--- src/ptt_pkg.sv ---
// ----------------------------------------------------------------------------
// ptt_pkg
// Types and constants shared by the push-to-talk session controller.
// ----------------------------------------------------------------------------
package ptt_pkg;

  typedef enum logic [2:0] {
    CMD_TICK        = 3'd0,
    CMD_LINK_UP     = 3'd1,
    CMD_LINK_DOWN   = 3'd2,
    CMD_AUDIO_START = 3'd3,
    CMD_AUDIO_END   = 3'd4
  } cmd_e;

  typedef enum logic [2:0] {
    REG_DEBOUNCE_MS       = 3'd0,
    REG_SPEECH_THRESHOLD  = 3'd1,
    REG_MAX_SESSION_MS    = 3'd2,
    REG_MIN_SESSION_MS    = 3'd3,
    REG_SILENCE_MS        = 3'd4,
    REG_BUTTON_ACTIVE_LOW = 3'd5
  } reg_e;

  localparam int unsigned CfgIdxW  = 3;
  localparam int unsigned CfgDataW = 32;

  typedef struct packed {
    logic [15:0] debounce_ms;
    logic [15:0] speech_threshold;
    logic [31:0] max_session_ms;
    logic [31:0] min_session_ms;
    logic [31:0] silence_ms;
    logic        button_active_low;
  } cfg_t;

  typedef struct packed {
    logic [2:0]  command;
    logic [31:0] now_ms;
    logic        pin_level;
    logic [15:0] rms;
  } item_t;

  typedef struct packed {
    logic        session_started;
    logic        session_refused;
    logic        session_ended;
    logic        session_aborted;
    logic        recording;
    logic [31:0] session_number;
    logic        button_pressed;
  } result_t;

endpackage

--- src/ptt_cfg.sv ---
// ----------------------------------------------------------------------------
// ptt_cfg
// Configuration register file, written through a plain write port.
// ----------------------------------------------------------------------------
module ptt_cfg (
  input  logic                         clk_i,
  input  logic                         rst_ni,
  input  logic                         cfg_we_i,
  input  logic [ptt_pkg::CfgIdxW-1:0]  cfg_idx_i,
  input  logic [ptt_pkg::CfgDataW-1:0] cfg_wdata_i,
  output ptt_pkg::cfg_t                cfg_o
);

  ptt_pkg::cfg_t cfg_q, cfg_d;

  always_comb begin
    cfg_d = cfg_q;
    if (cfg_we_i) begin
      unique case (ptt_pkg::reg_e'(cfg_idx_i))
        ptt_pkg::REG_DEBOUNCE_MS:       cfg_d.debounce_ms       = cfg_wdata_i[15:0];
        ptt_pkg::REG_SPEECH_THRESHOLD:  cfg_d.speech_threshold  = cfg_wdata_i[15:0];
        ptt_pkg::REG_MAX_SESSION_MS:    cfg_d.max_session_ms    = cfg_wdata_i;
        ptt_pkg::REG_MIN_SESSION_MS:    cfg_d.min_session_ms    = cfg_wdata_i;
        ptt_pkg::REG_SILENCE_MS:        cfg_d.silence_ms        = cfg_wdata_i;
        ptt_pkg::REG_BUTTON_ACTIVE_LOW: cfg_d.button_active_low = cfg_wdata_i[0];
        default: ;
      endcase
    end
  end

  always_ff @(posedge clk_i or negedge rst_ni) begin
    if (!rst_ni) begin
      cfg_q.debounce_ms       <= 16'd30;
      cfg_q.speech_threshold  <= 16'd500;
      cfg_q.max_session_ms    <= 32'd15000;
      cfg_q.min_session_ms    <= 32'd500;
      cfg_q.silence_ms        <= 32'd900;
      cfg_q.button_active_low <= 1'b1;
    end else begin
      cfg_q <= cfg_d;
    end
  end

  assign cfg_o = cfg_q;

endmodule

--- src/ptt_core.sv ---
// ----------------------------------------------------------------------------
// ptt_core
// Session state and the single-pass update for one word.
// ----------------------------------------------------------------------------
module ptt_core (
  input  logic             clk_i,
  input  logic             rst_ni,
  input  logic             step_i,
  input  ptt_pkg::item_t   item_i,
  input  ptt_pkg::cfg_t    cfg_i,
  output ptt_pkg::result_t result_o
);

  logic        raw_pressed_q, raw_pressed_d;
  logic        stable_pressed_q, stable_pressed_d;
  logic [31:0] last_change_q, last_change_d;
  logic        link_up_q, link_up_d;
  logic        playing_q, playing_d;
  logic        active_q, active_d;
  logic        heard_q, heard_d;
  logic [31:0] start_time_q, start_time_d;
  logic [31:0] last_speech_q, last_speech_d;
  logic [31:0] count_q, count_d;

  logic        pressed;
  logic        accept_press;
  logic        can_start;
  logic        started, refused, ended, aborted;
  logic        speech;
  logic        active_mid;
  logic [31:0] dur;
  logic [31:0] quiet;
  logic        done;

  always_comb begin
    raw_pressed_d    = raw_pressed_q;
    stable_pressed_d = stable_pressed_q;
    last_change_d    = last_change_q;
    link_up_d        = link_up_q;
    playing_d        = playing_q;
    active_d         = active_q;
    heard_d          = heard_q;
    start_time_d     = start_time_q;
    last_speech_d    = last_speech_q;
    count_d          = count_q;
    started          = 1'b0;
    refused          = 1'b0;
    ended            = 1'b0;
    aborted          = 1'b0;

    pressed      = cfg_i.button_active_low ? !item_i.pin_level : item_i.pin_level;
    can_start    = link_up_q && !active_q && !playing_q;
    speech       = item_i.rms >= cfg_i.speech_threshold;
    accept_press = 1'b0;
    active_mid   = 1'b0;
    dur          = '0;
    quiet        = '0;
    done         = 1'b0;

    unique case (ptt_pkg::cmd_e'(item_i.command))
      ptt_pkg::CMD_TICK: begin
        if (pressed != raw_pressed_q) begin
          raw_pressed_d = pressed;
          last_change_d = item_i.now_ms;
        end
        accept_press = (pressed != stable_pressed_q) &&
                       ((item_i.now_ms - last_change_d) >= {16'd0, cfg_i.debounce_ms});
        if (accept_press) begin
          stable_pressed_d = pressed;
          if (pressed) begin
            if (can_start) begin
              started       = 1'b1;
              count_d       = count_q + 32'd1;
              heard_d       = 1'b0;
              start_time_d  = item_i.now_ms;
              last_speech_d = item_i.now_ms;
            end else begin
              refused = 1'b1;
            end
          end
        end
        active_mid = active_q || started;
        if (active_mid) begin
          if (speech) begin
            heard_d       = 1'b1;
            last_speech_d = item_i.now_ms;
          end
          dur   = item_i.now_ms - start_time_d;
          quiet = item_i.now_ms - last_speech_d;
          done  = (dur >= cfg_i.max_session_ms) ||
                  (heard_d && (dur >= cfg_i.min_session_ms) && (quiet >= cfg_i.silence_ms));
          ended    = done;
          active_d = !done;
        end
      end
      ptt_pkg::CMD_LINK_UP: begin
        link_up_d = 1'b1;
      end
      ptt_pkg::CMD_LINK_DOWN: begin
        link_up_d = 1'b0;
        playing_d = 1'b0;
        aborted   = active_q;
        active_d  = 1'b0;
      end
      ptt_pkg::CMD_AUDIO_START: begin
        playing_d = 1'b1;
      end
      ptt_pkg::CMD_AUDIO_END: begin
        playing_d = 1'b0;
      end
      default: ;
    endcase

    result_o.session_started = started;
    result_o.session_refused = refused;
    result_o.session_ended   = ended;
    result_o.session_aborted = aborted;
    result_o.recording       = active_d;
    result_o.session_number  = count_d;
    result_o.button_pressed  = stable_pressed_d;
  end

  always_ff @(posedge clk_i or negedge rst_ni) begin
    if (!rst_ni) begin
      raw_pressed_q    <= 1'b0;
      stable_pressed_q <= 1'b0;
      last_change_q    <= '0;
      link_up_q        <= 1'b0;
      playing_q        <= 1'b0;
      active_q         <= 1'b0;
      heard_q          <= 1'b0;
      start_time_q     <= '0;
      last_speech_q    <= '0;
      count_q          <= '0;
    end else if (step_i) begin
      raw_pressed_q    <= raw_pressed_d;
      stable_pressed_q <= stable_pressed_d;
      last_change_q    <= last_change_d;
      link_up_q        <= link_up_d;
      playing_q        <= playing_d;
      active_q         <= active_d;
      heard_q          <= heard_d;
      start_time_q     <= start_time_d;
      last_speech_q    <= last_speech_d;
      count_q          <= count_d;
    end
  end

endmodule

--- src/push_to_talk_session_controller.sv ---
// ----------------------------------------------------------------------------
// push_to_talk_session_controller
// Push-to-talk session control: button debounce, session start and refusal,
// speech tracking, timed end and abort on link loss.
//
// channel   direction  handshake               payload
// input     in         in_valid_i / in_stall_o  command, now_ms, pin_level, rms
// result    out        out_valid_o / out_stall_i session flags, number, button
// config    in         cfg_we_i                 cfg_idx_i, cfg_wdata_i
//
// one word per cycle while the result side does not stall; a taken word passes the
// input register, then its update is registered into the result register
// an empty input register takes a word while a finished result waits
// a result side stall holds the result register; with a word in the input
// register that word is held too and in_stall_o is raised
// reset clears all session state and loads the register defaults
// ----------------------------------------------------------------------------
module push_to_talk_session_controller (
  input  logic                         clk_i,
  input  logic                         rst_ni,
  input  logic                         cfg_we_i,
  input  logic [ptt_pkg::CfgIdxW-1:0]  cfg_idx_i,
  input  logic [ptt_pkg::CfgDataW-1:0] cfg_wdata_i,
  input  logic                         in_valid_i,
  output logic                         in_stall_o,
  input  logic [2:0]                   command_i,
  input  logic [31:0]                  now_ms_i,
  input  logic                         pin_level_i,
  input  logic [15:0]                  rms_i,
  output logic                         out_valid_o,
  input  logic                         out_stall_i,
  output logic                         session_started_o,
  output logic                         session_refused_o,
  output logic                         session_ended_o,
  output logic                         session_aborted_o,
  output logic                         recording_o,
  output logic [31:0]                  session_number_o,
  output logic                         button_pressed_o
);

  ptt_pkg::cfg_t    cfg;
  ptt_pkg::item_t   item_q;
  ptt_pkg::result_t result;
  ptt_pkg::result_t out_q;
  logic             in_valid_q, in_valid_d;
  logic             out_valid_q, out_valid_d;
  logic             in_accept;
  logic             advance;

  assign advance    = in_valid_q && (!out_valid_q || !out_stall_i);
  assign in_stall_o = in_valid_q && !advance;
  assign in_accept  = in_valid_i && !in_stall_o;

  assign in_valid_d  = in_accept || (in_valid_q && !advance);
  assign out_valid_d = advance || (out_valid_q && out_stall_i);

  ptt_cfg u_cfg (
    .clk_i       (clk_i),
    .rst_ni      (rst_ni),
    .cfg_we_i    (cfg_we_i),
    .cfg_idx_i   (cfg_idx_i),
    .cfg_wdata_i (cfg_wdata_i),
    .cfg_o       (cfg)
  );

  ptt_core u_core (
    .clk_i    (clk_i),
    .rst_ni   (rst_ni),
    .step_i   (advance),
    .item_i   (item_q),
    .cfg_i    (cfg),
    .result_o (result)
  );

  always_ff @(posedge clk_i or negedge rst_ni) begin
    if (!rst_ni) begin
      in_valid_q  <= 1'b0;
      out_valid_q <= 1'b0;
    end else begin
      in_valid_q  <= in_valid_d;
      out_valid_q <= out_valid_d;
    end
  end

  always_ff @(posedge clk_i) begin
    if (in_accept) begin
      item_q.command   <= command_i;
      item_q.now_ms    <= now_ms_i;
      item_q.pin_level <= pin_level_i;
      item_q.rms       <= rms_i;
    end
    if (advance) begin
      out_q <= result;
    end
  end

  assign out_valid_o       = out_valid_q;
  assign session_started_o = out_q.session_started;
  assign session_refused_o = out_q.session_refused;
  assign session_ended_o   = out_q.session_ended;
  assign session_aborted_o = out_q.session_aborted;
  assign recording_o       = out_q.recording;
  assign session_number_o  = out_q.session_number;
  assign button_pressed_o  = out_q.button_pressed;

endmodule

--- config.mk ---
export PLATFORM = sky130hd
export DESIGN_NAME = push_to_talk_session_controller
export DESIGN_NICKNAME = d
export VERILOG_FILES = /design/src/ptt_pkg.sv /design/src/ptt_cfg.sv /design/src/ptt_core.sv /design/src/push_to_talk_session_controller.sv
export SDC_FILE = /design/constraint.sdc
export NUM_CORES = 1
export LEC_CHECK = 0
export ABC_AREA = 1
export CORE_ASPECT_RATIO = 1.5
export CORE_UTILIZATION = 40
export CTS_CLUSTER_DIAMETER = 50
export DETAILED_ROUTE_END_ITERATION = 12
export DONT_BUFFER_PORTS = 1
export GPL_TIMING_DRIVEN = 0
export MAX_ROUTING_LAYER = met4
export PLACE_DENSITY = 0.62
export SYNTH_ARGS = -nofsm -noshare
export SYNTH_HDL_FRONTEND = slang
export SYNTH_SLANG_ARGS = --single-unit
export TNS_END_PERCENT = 20
--- constraint.sdc ---
create_clock -name clk_i -period 11.4 [get_ports clk_i]
set_input_delay 0.57 -clock clk_i [delete_from_list [all_inputs] [get_ports clk_i]]
set_output_delay 0.57 -clock clk_i [all_outputs]
set_load 0.01 [all_outputs]
==> results of run 1 <==
==> kinds of logic after synthesis <==
group                      share of synthesized area [%]
adders and majority gates                           10.7
DFF                                                 38.3
and+or+nand+nor                                     23.0
buffers and inverters                               9.16
xor gates and xnor gates                            3.37
AOI/OAI and AO/OA                                   15.5
==> worst paths after layout <==
path | endpoint | slack, ps
max | u_core.active_q | 780
min in group asynchronous | u_cfg.cfg_o[6] | 650
min | item_q[37] | 70
min reg2reg | u_core.last_speech_q[25] | 470
max in group asynchronous | u_core.count_q[15] | 9450
max reg2reg | u_core.active_q | 780
==> timing repair <==
item,CTS,global route
gates resized for setup,0,14
setup endpoints to repair,0,3
hold buffers,1,1
endpoints found under the hold margin,265,74
==> worst reg2reg max path: cells and delay by family, from the launching register on <==
kind	cells	cell delay [ps]
buf+inv	9	1440
xor+xnor	2	990
compound gates	14	2630
simple gates	31	3410
fa+ha+maj	4	1420
flops	1	630
==> power by group through the flow <==
| stage | sequential (W) | combinational [W] | clock [W] |
|---|---|---|---|
| detailed placement | 0.00186 | 0.00426 | 0 |
| finish | 0.00185 | 0.00433 | 0.00148 |
| global placement | 0.00186 | 0.00419 | 0 |
| floorplan | 0.00180 | 0.00304 | 0 |
| CTS | 0.00184 | 0.00430 | 0.00151 |
| global route | 0.00188 | 0.00488 | 0.00155 |
==> flip-flops by register name (all words and copies together), names as in the netlist, 32 cells and up <==
register and count:
u_core.last_change_q 32, u_core.last_speech_q 32, u_cfg.cfg_o 129, u_core.count_q 32, session_number_o 32, u_core.start_time_q 32
item_q 52
==> final cells by class <==
type                       count  area (um2)  share of cell area, %
sequential                   355        9370                   34.6
tap                          784         981                   3.62
multi-input combinational   2300       12900                   47.6
clock buffer                  66        1310                   4.82
timing repair buffer           4        85.1                  0.314
clock inverter                17         225                  0.831
inverter                     496        1860                   6.88
buffer                        83         383                   1.41
==> per-stage QoR <==
stage          hold slack, ps  setup slack (ps)
2_1_floorplan             274              3840
3_3_place_gp              304               265
3_5_place_dp              304               204
4_1_cts                  29.5               155
5_1_grt                  37.2              18.8
6_report                 66.7               778
==> metal layers <==
layer	vias up	routed length, um
met5	-	0
met4	0	5100
met3	208	3840
met2	568	39800
met1	10133	29400
li1	10724	-
==> placed cells by master (no fill, tap or decap), types with 16 or more instances in the layout <==
master,instances
dfrtp_1,237
inv_1,466
nor2_1,185
nand3_1,83
xor2_1,72
nand2_1,833
nand4_1,44
nor3_1,42
dfstp_2,28
clkbuf_16,47
nand2_2,36
a211oi_1,20
a21oi_1,182
xnor2_1,16
ha_1,207
inv_2,24
o21ai_0,405
clkbuf_1,73
nand3_2,25
edfxtp_1,90
==> synthesized netlist by cell type (13+ instances only) <==
master and number:
a31oi_1 13, nand4_1 44, o21ai_1 13, nand3_1 83, xor2_1 78, xnor2_1 16, nand3_2 25, a21oi_1 182
dfrtp_1 237, nor4_1 15, nor2_1 185, dfstp_2 28, nand2_1 833, nor3_1 42, ha_1 207, edfxtp_1 90
clkbuf_1 64, inv_1 467, a211oi_1 20, nand2_2 36, o21ai_0 405, nor2_2 13, inv_2 24
==> out/qor_table.md, run 1 <==
| Item | Reported |
|:---|:---|
| Run status | completed |
| Most crowded layer after global routing | met2 |
| Source of the critical timing path | u_cfg.cfg_o[0] |
| Maximum number of pins on one net before global-route repair | 266 |
| Worst supply voltage drop on vdd | 0.000124 V |
| Horizontal extent of the die | 204 um |
| Met1 track utilization from global routing | 27.6% |
| CP endpoint kind | flop |
| Max-slew violation total from the final report | 0 |
| Row cnt | 110 |
| Clock slew at the register clock pins of the worst setup and hold paths | 60 ps |
| Dominant synthesized flop cell | dfrtp_1 |
| Critical path depth in cells | 60 |
| Hold_sp | now_ms_i[20] |
| TritonCTS sink count | 355 |
| Worst path bufs/invs | 9 |
| Setup TNS | 0 ps |
| Maximum capacitance violations | 0 |
| Clock period minus final worst setup slack | 10620 ps |
| Worst path max stage delay | 630 ps |
| Worst Tran Pin Value | 880 ps |
| Placed wire-length estimate | 62000 um |
| Share of flip-flops with an asynchronous set or reset after synthesis | 74.6% |
| First-pass GRT wire length | 120000 um |
| Switching power total | 0.00364 W |
| Final number of setup-violating endpoints | 0 |
| GRT Total Usage | 26.1% |
| Met2 GRT Util | 46.3% |
| Flip-flop and latch count after synthesis | 355 |
| Number of remaining DRC errors | 0 |
| Initial detailed-routing violation count | 1254 |
| Overall die area | 0.0621 mm2 |
| Cell type with the highest occurrence count on the critical path | nand2_1 |
| Portion of total power attributed to combinational logic | 56.5% |
| Kind of cell adding the most delay to the critical path | simple AND/OR/NAND/NOR gates |
| Post-synth EDFFs | 90 |
| Net switching share of the total power | 47.6% |
| Endpoint arrival time on the critical path | 11120 ps |
| CTS max path bufs | 3 |
| Reg2Reg Launch Point | u_cfg.cfg_o[0] |
| Setup repair after global routing missed its margin | false |
| Worst relative slew slack | 41.3% |
| Ratio of routed vias to standard cells | 5.27 |
| Antenna violations before repair | 3 |
| Layout overhead on the synthesized area | 10.9% |
| ANT nets after route | 0 |
| Cell type with the largest total area after synthesis | dfrtp_1 |
| Post-route core utilization | 45.1% |
| Cell Int Power | 0.00401 W |
| WL final | 78100 um |
| Highest Clock Rate | 94.1 MHz |
| Count of H-tree levels built during CTS | 2 |
| Synthesized Nets | 3534 |
| Diodes inserted | 0 |
| Netlist area before placement | 0.0244 mm2 |
| Worst-case reg-to-reg path depth | 60 |
| Cell count after placement | 4019 |
| Setup clock skew after layout | 29.0 ps |
| Clock network fraction of design power | 19.3% |
| Part of the power in registers | 24.1% |
| Most area-consuming cells after synthesis | dfrtp_1 (24%), nand2_1 (13%), edfxtp_1 (11%) |
| Mean post-synth cell area | 7.56 um2 |
| Max Fanout on Critical Path | 10 |
| Finished Layout Cells | 4105 |
| Floorplan Core Area | 0.0601 mm2 |
| Global routing met3 resource utilization | 3.85% |
| Yosys synthesis warning count | 0 |
| Die height | 305 um |
| Worst hold path class | input port to flop |
| Total power | 0.00765 W |
| Clock root buffer | clkbuf_16 |
| Initial Utilization | 40.6% |
| Number of I/O pins | 132 |
| Critical setup path kind | flop to flop |
| Cells after Synth | 3234 |
| Setup crit start kind | flop |
| Total number of nets in the final design | 3585 |
| Global placer's final weighted congestion | 0.977 |
| CTS buffer count | 45 |
| Sequential fraction of the synthesis area | 38.3% |
| Portion of the clock cycle consumed by the worst path in the final layout | 93.2% |
| Via count of the routed design | 21.6k |
| Number of buffer cells added on primary ports | 0 |
| PwrDens | 282 mW/mm2 |
| Instance count along the most critical hold path | 0 |
| Layout Cell Area excl Fill | 0.0271 mm2 |
| Vias in the first global route | 21.5k |
| CTS tree | done |
| Drt first pass iters | 6 |
| Total cell area at the placement stage | 0.0254 mm2 |
| Final hold violation count | 0 |
| Total of fill cells in the finished design | 6128 |
| Distinct cells, synth | 57 |
| Portion of synthesized cell area occupied by the leading cell type | 24.3% |
| Average detailed-routed wire length per instance | 19.0 um |
| Worst Path Required | 11900 ps |
| Standby leakage power | 13.0 nW |
| Layout cell share with drive strength beyond 1 | 7.50% |
| Slowest-stage cell, CP | dfstp_2 |
| Clock insertion delay at the later pin of the skew report | 600 ps |
| Total congestion overflow | 0 |
| Buffers inserted during post-CTS setup optimization | 0 |
Power figures use the tool's default switching activity.
==> run 2: changes to the inputs <==
- clock period: 11.4 -> 11.8 ns (I/O delays scaled with it)
==> run 2 against run 1 <==
  * Register-to-register slack better by 90 ps
  * Sequential cell count stayed put
  * Core utilization is 0.098 points lower
  * Combinational power is 4% lower
  * First-iteration DRC count is 1.9% lower
  * Clock-buffer cell count stayed put
  * Routed wire length is 0.16% lower
  * Worst setup slack better by 92 ps
  * Sequential share of layout area is 0.075 points higher
  * Clock power is 3% lower
  * Clock skew is 2.9 ps higher
==> out/qor_table.md, run 2 (same netlist as run 1, synthesis figures left out) <==
| Item | Reported | Delta |
|:---|:---|:---|
| Maximum number of pins on one net before global-route repair | 266 | unchanged |
| Placed wire-length estimate | 62000 um | unchanged |
| Layout Cell Area excl Fill | 0.0270 mm2 | was 0.0271 mm2 |
| Critical setup path kind | flop to flop | unchanged |
| Die height | 305 um | unchanged |
| Count of H-tree levels built during CTS | 2 | unchanged |
| Setup TNS | 0 ps | unchanged |
| Slowest-stage cell, CP | dfstp_2 | unchanged |
| Met2 routed WL | 40100 um | was 39800 um |
| Total congestion overflow | 0 | unchanged |
| Number of I/O pins | 132 | unchanged |
| Terminating pin of the worst hold path | item_q[34] | was item_q[37] |
| Clock network fraction of design power | 19.4% | was 19.3% |
| Clock period minus final worst setup slack | 10930 ps | was 10620 ps |
| Cell type with the highest occurrence count on the critical path | nand2_1 | unchanged |
| Final number of setup-violating endpoints | 0 | unchanged |
| Net switching share of the total power | 47.5% | was 47.6% |
| Floorplan Core Area | 0.0601 mm2 | unchanged |
| Via count of the routed design | 21.6k | about the same |
| Worst relative slew slack | 40.8% | was 41.3% |
| First-pass GRT wire length | 120000 um | unchanged |
| Length of routed wiring on met1 | 29400 um | about the same |
| Ratio of routed vias to standard cells | 5.27 | about the same |
| DR WL met3 | 3780 um | was 3840 um |
| Switching power total | 0.00350 W | was 0.00364 W |
| Instance count along the most critical hold path | 0 | unchanged |
| WL final | 78000 um | was 78100 um |
| Worst Tran Pin Value | 885 ps | was 880 ps |
| Max-slew violation total from the final report | 0 | unchanged |
| Endpoint arrival time on the critical path | 11430 ps | was 11120 ps |
| CTS buffer count | 45 | unchanged |
| Antenna violations before repair | 3 | unchanged |
| Row cnt | 110 | unchanged |
| Worst path bufs/invs | 8 | was 9 |
| Run status | completed | unchanged |
| Setup crit start kind | flop | unchanged |
| Portion of total power attributed to combinational logic | 56.4% | was 56.5% |
| Initial Utilization | 40.6% | unchanged |
| Layout cell share with drive strength beyond 1 | 7.26% | was 7.50% |
| CTS max path bufs | 3 | unchanged |
| Most common cell after layout, fill and taps aside | nand2_1 | unchanged |
| Total cell area at the placement stage | 0.0254 mm2 | unchanged |
| Kind of cell adding the most delay to the critical path | compound AO/OA/AOI/OAI gates | was simple AND/OR/NAND/NOR gates |
| Initial detailed-routing violation count | 1230 | was 1254 |
| CP endpoint kind | flop | unchanged |
| Clock insertion delay at the later pin of the skew report | 600 ps | about the same |
| Drt first pass iters | 5 | was 6 |
| Minimum setup slack among reg-to-reg paths | 870 ps | was 780 ps |
| Global placer's final weighted congestion | 0.977 | unchanged |
| Part of the power in registers | 24.2% | was 24.1% |
| Highest metal layer used by the detailed router | met4 | unchanged |
| Total power | 0.00736 W | was 0.00765 W |
| Total number of nets in the final design | 3585 | unchanged |
| PwrDens | 272 mW/mm2 | was 282 mW/mm2 |
| Average detailed-routed wire length per instance | 19.0 um | about the same |
| Worst hold path class | input port to flop | unchanged |
| Standby leakage power | 13.0 nW | about the same |
| Portion of the clock cycle consumed by the worst path in the final layout | 92.6% | was 93.2% |
| Buffers inserted during post-CTS setup optimization | 0 | unchanged |
| CTS tree | done | unchanged |
| Diodes inserted | 0 | unchanged |
| Worst-case reg-to-reg path depth | 57 | was 60 |
| Number of buffer cells added on primary ports | 0 | unchanged |
| Maximum capacitance violations | 0 | unchanged |
| Setup clock skew after layout | 31.9 ps | was 29.0 ps |
| Leading cell types in the layout, fill and taps excluded | nand2_1 (833), inv_1 (466), o21ai_0 (405) | unchanged |
| Worst path max stage delay | 630 ps | about the same |
| Layout overhead on the synthesized area | 10.7% | was 10.9% |
| Reg2Reg Launch Point | u_cfg.cfg_o[0] | unchanged |
| Worst Path Required | 12300 ps | was 11900 ps |
| Highest Clock Rate | 91.5 MHz | was 94.1 MHz |
| ANT nets after route | 0 | unchanged |
| Final hold violation count | 0 | unchanged |
| Max FFs per register | 129 | unchanged |
| Setup repair after global routing missed its margin | false | unchanged |
| Overall die area | 0.0621 mm2 | unchanged |
| Max Fanout on Critical Path | 10 | unchanged |
| GRT Total Usage | 26.1% | unchanged |
| Horizontal extent of the die | 204 um | unchanged |
| Critical R2R Capture | u_core.active_q | unchanged |
| Hold_sp | now_ms_i[17] | was now_ms_i[20] |
| Number of remaining DRC errors | 0 | unchanged |
| Worst supply voltage drop on vdd | 0.000120 V | was 0.000124 V |
| Clock slew at the register clock pins of the worst setup and hold paths | 60 ps | about the same |
| Cell Int Power | 0.00386 W | was 0.00401 W |
| TritonCTS sink count | 355 | unchanged |
| Vias in the first global route | 21.5k | unchanged |
| Clock root buffer | clkbuf_16 | unchanged |
==> run 2: cell counts in the layout (fill, tap and decap cells not counted) <==
No cell type changed its count.
==> run 2: cell type report <==
type                            count  area (um2)
Sequential cell                   355        9370
Clock buffer                       66        1310
Multi-Input combinational cell   2300       12800
Clock inverter                     17         225
Timing Repair Buffer                4        85.1
Fill cell                        6138       33100
Tap cell                          784         981
Inverter                          496        1860
Buffer                             83         380
==> run 2: stage by stage <==
step	worst slack [ps]	instances	utilization [%]	hold slack (ps)
6_report	869	4105	45.0	84.0
3_3_place_gp	665	4018	42.3	324
4_1_cts	555	4103	44.9	49.5
5_1_grt	38.4	4105	45.0	57.2
3_5_place_dp	604	4019	42.3	324
2_1_floorplan	4240	3234	-	294
==> run 2: timing repair <==
item                                   in CTS  in global routing
setup endpoints to repair                   0                  3
hold buffers                                1                  1
resized for setup                           0                  3
endpoints found under the hold margin     265                 27
==> run 2: worst max-delay path by stage <==
| stage | startpoint | end | slack, ps | cells after the start |
|---|---|---|---|---|
| floorplan | u_cfg.cfg_o[0] | u_core.active_q | 4240 | 59 |
| global placement | u_cfg.cfg_o[0] | u_core.active_q | 660 | 58 |
| detailed placement | u_cfg.cfg_o[0] | u_core.active_q | 600 | 58 |
| CTS | u_cfg.cfg_o[0] | u_core.active_q | 560 | 58 |
| global route | u_cfg.cfg_o[0] | u_core.active_q | 40 | 58 |
| finish | u_cfg.cfg_o[0] | u_core.active_q | 870 | 57 |
==> run 2: layer usage <==
| layer | track usage (%) | up-vias |
|---|---|---|
| met5 | - | - |
| met4 | 14.5 | 0 |
| met3 | 3.85 | 190 |
| met2 | 46.3 | 559 |
| met1 | 27.6 | 10143 |
| li1 | - | 10732 |
==> run 2: worst reg2reg max path: cells and delay by family (launching register included) <==
kind / cells / cell delay, ps
and+or+nand+nor: 27 / 3130
AOI/OAI and AO/OA: 16 / 3150
xor gates and xnor gates: 2 / 950
buffers and inverters: 8 / 1560
adders and majority gates: 4 / 1450
DFF: 1 / 630
==> run 2: power by group through the flow <==
stage	logic, W	registers (W)	clock network [W]
global route	0.00469	0.00182	0.00150
global placement	0.00405	0.00179	0
finish	0.00415	0.00178	0.00143
detailed placement	0.00411	0.00179	0
floorplan	0.00293	0.00174	0
CTS	0.00415	0.00178	0.00146
==> run 3: changes to the inputs <==
- GPL_TIMING_DRIVEN: 0 -> not set
- PLACE_DENSITY: 0.62 -> not set
==> run 3 against run 2 <==
  * Combinational power shrank 2%
  * Sequential power is essentially flat
  * Design area shrank 1.2%
  * Maximum frequency grew 11%
  * Clock skew grew 2.5 ps
  * Register-to-register slack gained 1000 ps
  * Worst hold slack lost 5.9 ps
  * Routed wire length shrank 1.9%
  * First-iteration DRC count grew 1.2%
  * Largest cell class unchanged
  * Largest power group unchanged
==> out/qor_table.md, run 3 (same netlist as run 1, synthesis figures left out) <==
| Item | Reported | Delta |
|:---|:---|:---|
| GRT Total Usage | 25.7% | was 26.1% |
| Standby leakage power | 12.9 nW | was 13.0 nW |
| ANT nets after route | 0 | unchanged |
| Final number of setup-violating endpoints | 0 | unchanged |
| Clock slew at the register clock pins of the worst setup and hold paths | 60 ps | about the same |
| Post-route core utilization | 44.4% | was 45.0% |
| Worst path bufs/invs | 5 | was 8 |
| Horizontal extent of the die | 204 um | unchanged |
| Vias in the first global route | 21.0k | was 21.5k |
| Maximum capacitance violations | 0 | unchanged |
| Clock insertion delay at the later pin of the skew report | 600 ps | about the same |
| Count of H-tree levels built during CTS | 2 | unchanged |
| Maximum number of pins on one net before global-route repair | 266 | unchanged |
| Total congestion overflow | 0 | unchanged |
| TritonCTS sink count | 355 | unchanged |
| Floorplan Core Area | 0.0601 mm2 | unchanged |
| Run status | completed | unchanged |
| Layout overhead on the synthesized area | 9.35% | was 10.7% |
| Leading cell types in the layout, fill and taps excluded | nand2_1 (832), inv_1 (465), o21ai_0 (405) | was nand2_1 (833), inv_1 (466), o21ai_0 (405) |
| Worst supply voltage drop on vdd | 0.000131 V | was 0.000120 V |
| Row cnt | 110 | unchanged |
| Portion of the clock cycle consumed by the worst path in the final layout | 83.8% | was 92.6% |
| Placed wire-length estimate | 59400 um | was 62000 um |
| CTS tree | done | unchanged |
| Worst hold path class | input port to flop | unchanged |
| Number of hold buffers added after CTS | 1 | unchanged |
| Cell type with the highest occurrence count on the critical path | nand2_1 | unchanged |
| Cells resized by post-CTS repair | 0 | unchanged |
| Antenna violations before repair | 1 | was 3 |
| Layout cell share with drive strength beyond 1 | 7.42% | was 7.26% |
| PwrDens | 271 mW/mm2 | was 272 mW/mm2 |
| Overall die area | 0.0621 mm2 | unchanged |
| Highest Clock Rate | 101 MHz | was 91.5 MHz |
| Worst relative slew slack | 27.8% | was 40.8% |
| First-pass GRT wire length | 118000 um | was 120000 um |
| Slowest-stage cell, CP | buf_4 | was dfstp_2 |
| Number of remaining DRC errors | 0 | unchanged |
| Die height | 305 um | unchanged |
| Endpoint arrival time on the critical path | 10380 ps | was 11430 ps |
| Number of buffer cells added on primary ports | 0 | unchanged |
| WL final | 76600 um | was 78000 um |
| Global placer's final weighted congestion | 1.02 | was 0.977 |
| Total cell area at the placement stage | 0.0251 mm2 | was 0.0254 mm2 |
| Setup clock skew after layout | 34.4 ps | was 31.9 ps |
| CP endpoint kind | flop | unchanged |
| Setup TNS | 0 ps | unchanged |
| Clock period minus final worst setup slack | 9880 ps | was 10930 ps |
| Minimum setup slack among reg-to-reg paths | 1920 ps | was 870 ps |
| Average detailed-routed wire length per instance | 19.0 um | about the same |
| Max Fanout on Critical Path | 84 | was 10 |
| Worst path max stage delay | 590 ps | was 630 ps |
| Diodes inserted | 0 | unchanged |
| Via count of the routed design | 21.2k | was 21.6k |
| Critical setup path kind | flop to flop | unchanged |
| Worst Path Required | 12290 ps | was 12300 ps |
| Drt first pass iters | 8 | was 5 |
| Worst Tran Pin Value | 1080 ps | was 885 ps |
| Most common cell after layout, fill and taps aside | nand2_1 | unchanged |
| Kind of cell adding the most delay to the critical path | simple AND/OR/NAND/NOR gates | was compound AO/OA/AOI/OAI gates |
| Clock root buffer | clkbuf_16 | unchanged |
| Setup ws final | 1920 ps | was 869 ps |
| Layout Cell Area excl Fill | 0.0267 mm2 | was 0.0270 mm2 |
| Ratio of routed vias to standard cells | 5.27 | about the same |
| Number of I/O pins | 132 | unchanged |
| Max-slew violation total from the final report | 0 | unchanged |
| Initial detailed-routing violation count | 1245 | was 1230 |
| Final hold violation count | 0 | unchanged |
| Buffers inserted during post-CTS setup optimization | 0 | unchanged |
| Setup crit start kind | flop | unchanged |
| Total number of nets in the final design | 3510 | was 3585 |
| Total power | 0.00725 W | was 0.00736 W |
| Setup repair after global routing missed its margin | false | unchanged |
| Initial Utilization | 40.6% | unchanged |
| Max FFs per register | 129 | unchanged |
| Setup slack after placement | 2000 ps | was 604 ps |
| CTS buffer count | 44 | was 45 |
| CTS max path bufs | 3 | unchanged |
## run 3: routing by layer
metal  up-vias  routed length (um)  GRT usage [%]
met5         -                   0              -
met4         0                3600           11.9
met3       164                3020           3.20
met2       496               39200           44.7
met1      9998               30800           29.0
li1      10590                   -              -
## run 3: layout make-up
type                    instances  area, um2
fillers                      6116      33400
inverters                     496       1860
repair buffers                 13        140
flip-flops and latches        355       9370
multi-input cells            2300      12900
clock buffers                  56       1250
well taps                     784        981
clock inverters                26        269
## run 3: stage by stage
step,hold WS (ps),instances
6_report,78.1,4030
5_1_grt,59.1,4030
4_1_cts,51.1,4028
3_5_place_dp,311,3945
3_3_place_gp,312,3945
2_1_floorplan,294,3234
## run 3: power by group
part / total, W / switching (W) / internal, W
combinational: 0.00406 / 0.00265 / 0.00141
sequential: 0.00178 / 0.000198 / 0.00158
clock: 0.00142 / 0.000586 / 0.000830
## run 3: worst paths after layout
path	end	from	depth (start not counted)
min in group asynchronous	u_cfg.cfg_o[106]	rst_ni	2
min reg2reg	u_core.last_speech_q[28]	u_core.last_speech_q[28]	2
max	u_core.active_q	u_cfg.cfg_o[0]	57
min	item_q[17]	now_ms_i[0]	0
max in group asynchronous	u_core.last_speech_q[23]	rst_ni	3
max reg2reg	u_core.active_q	u_cfg.cfg_o[0]	57
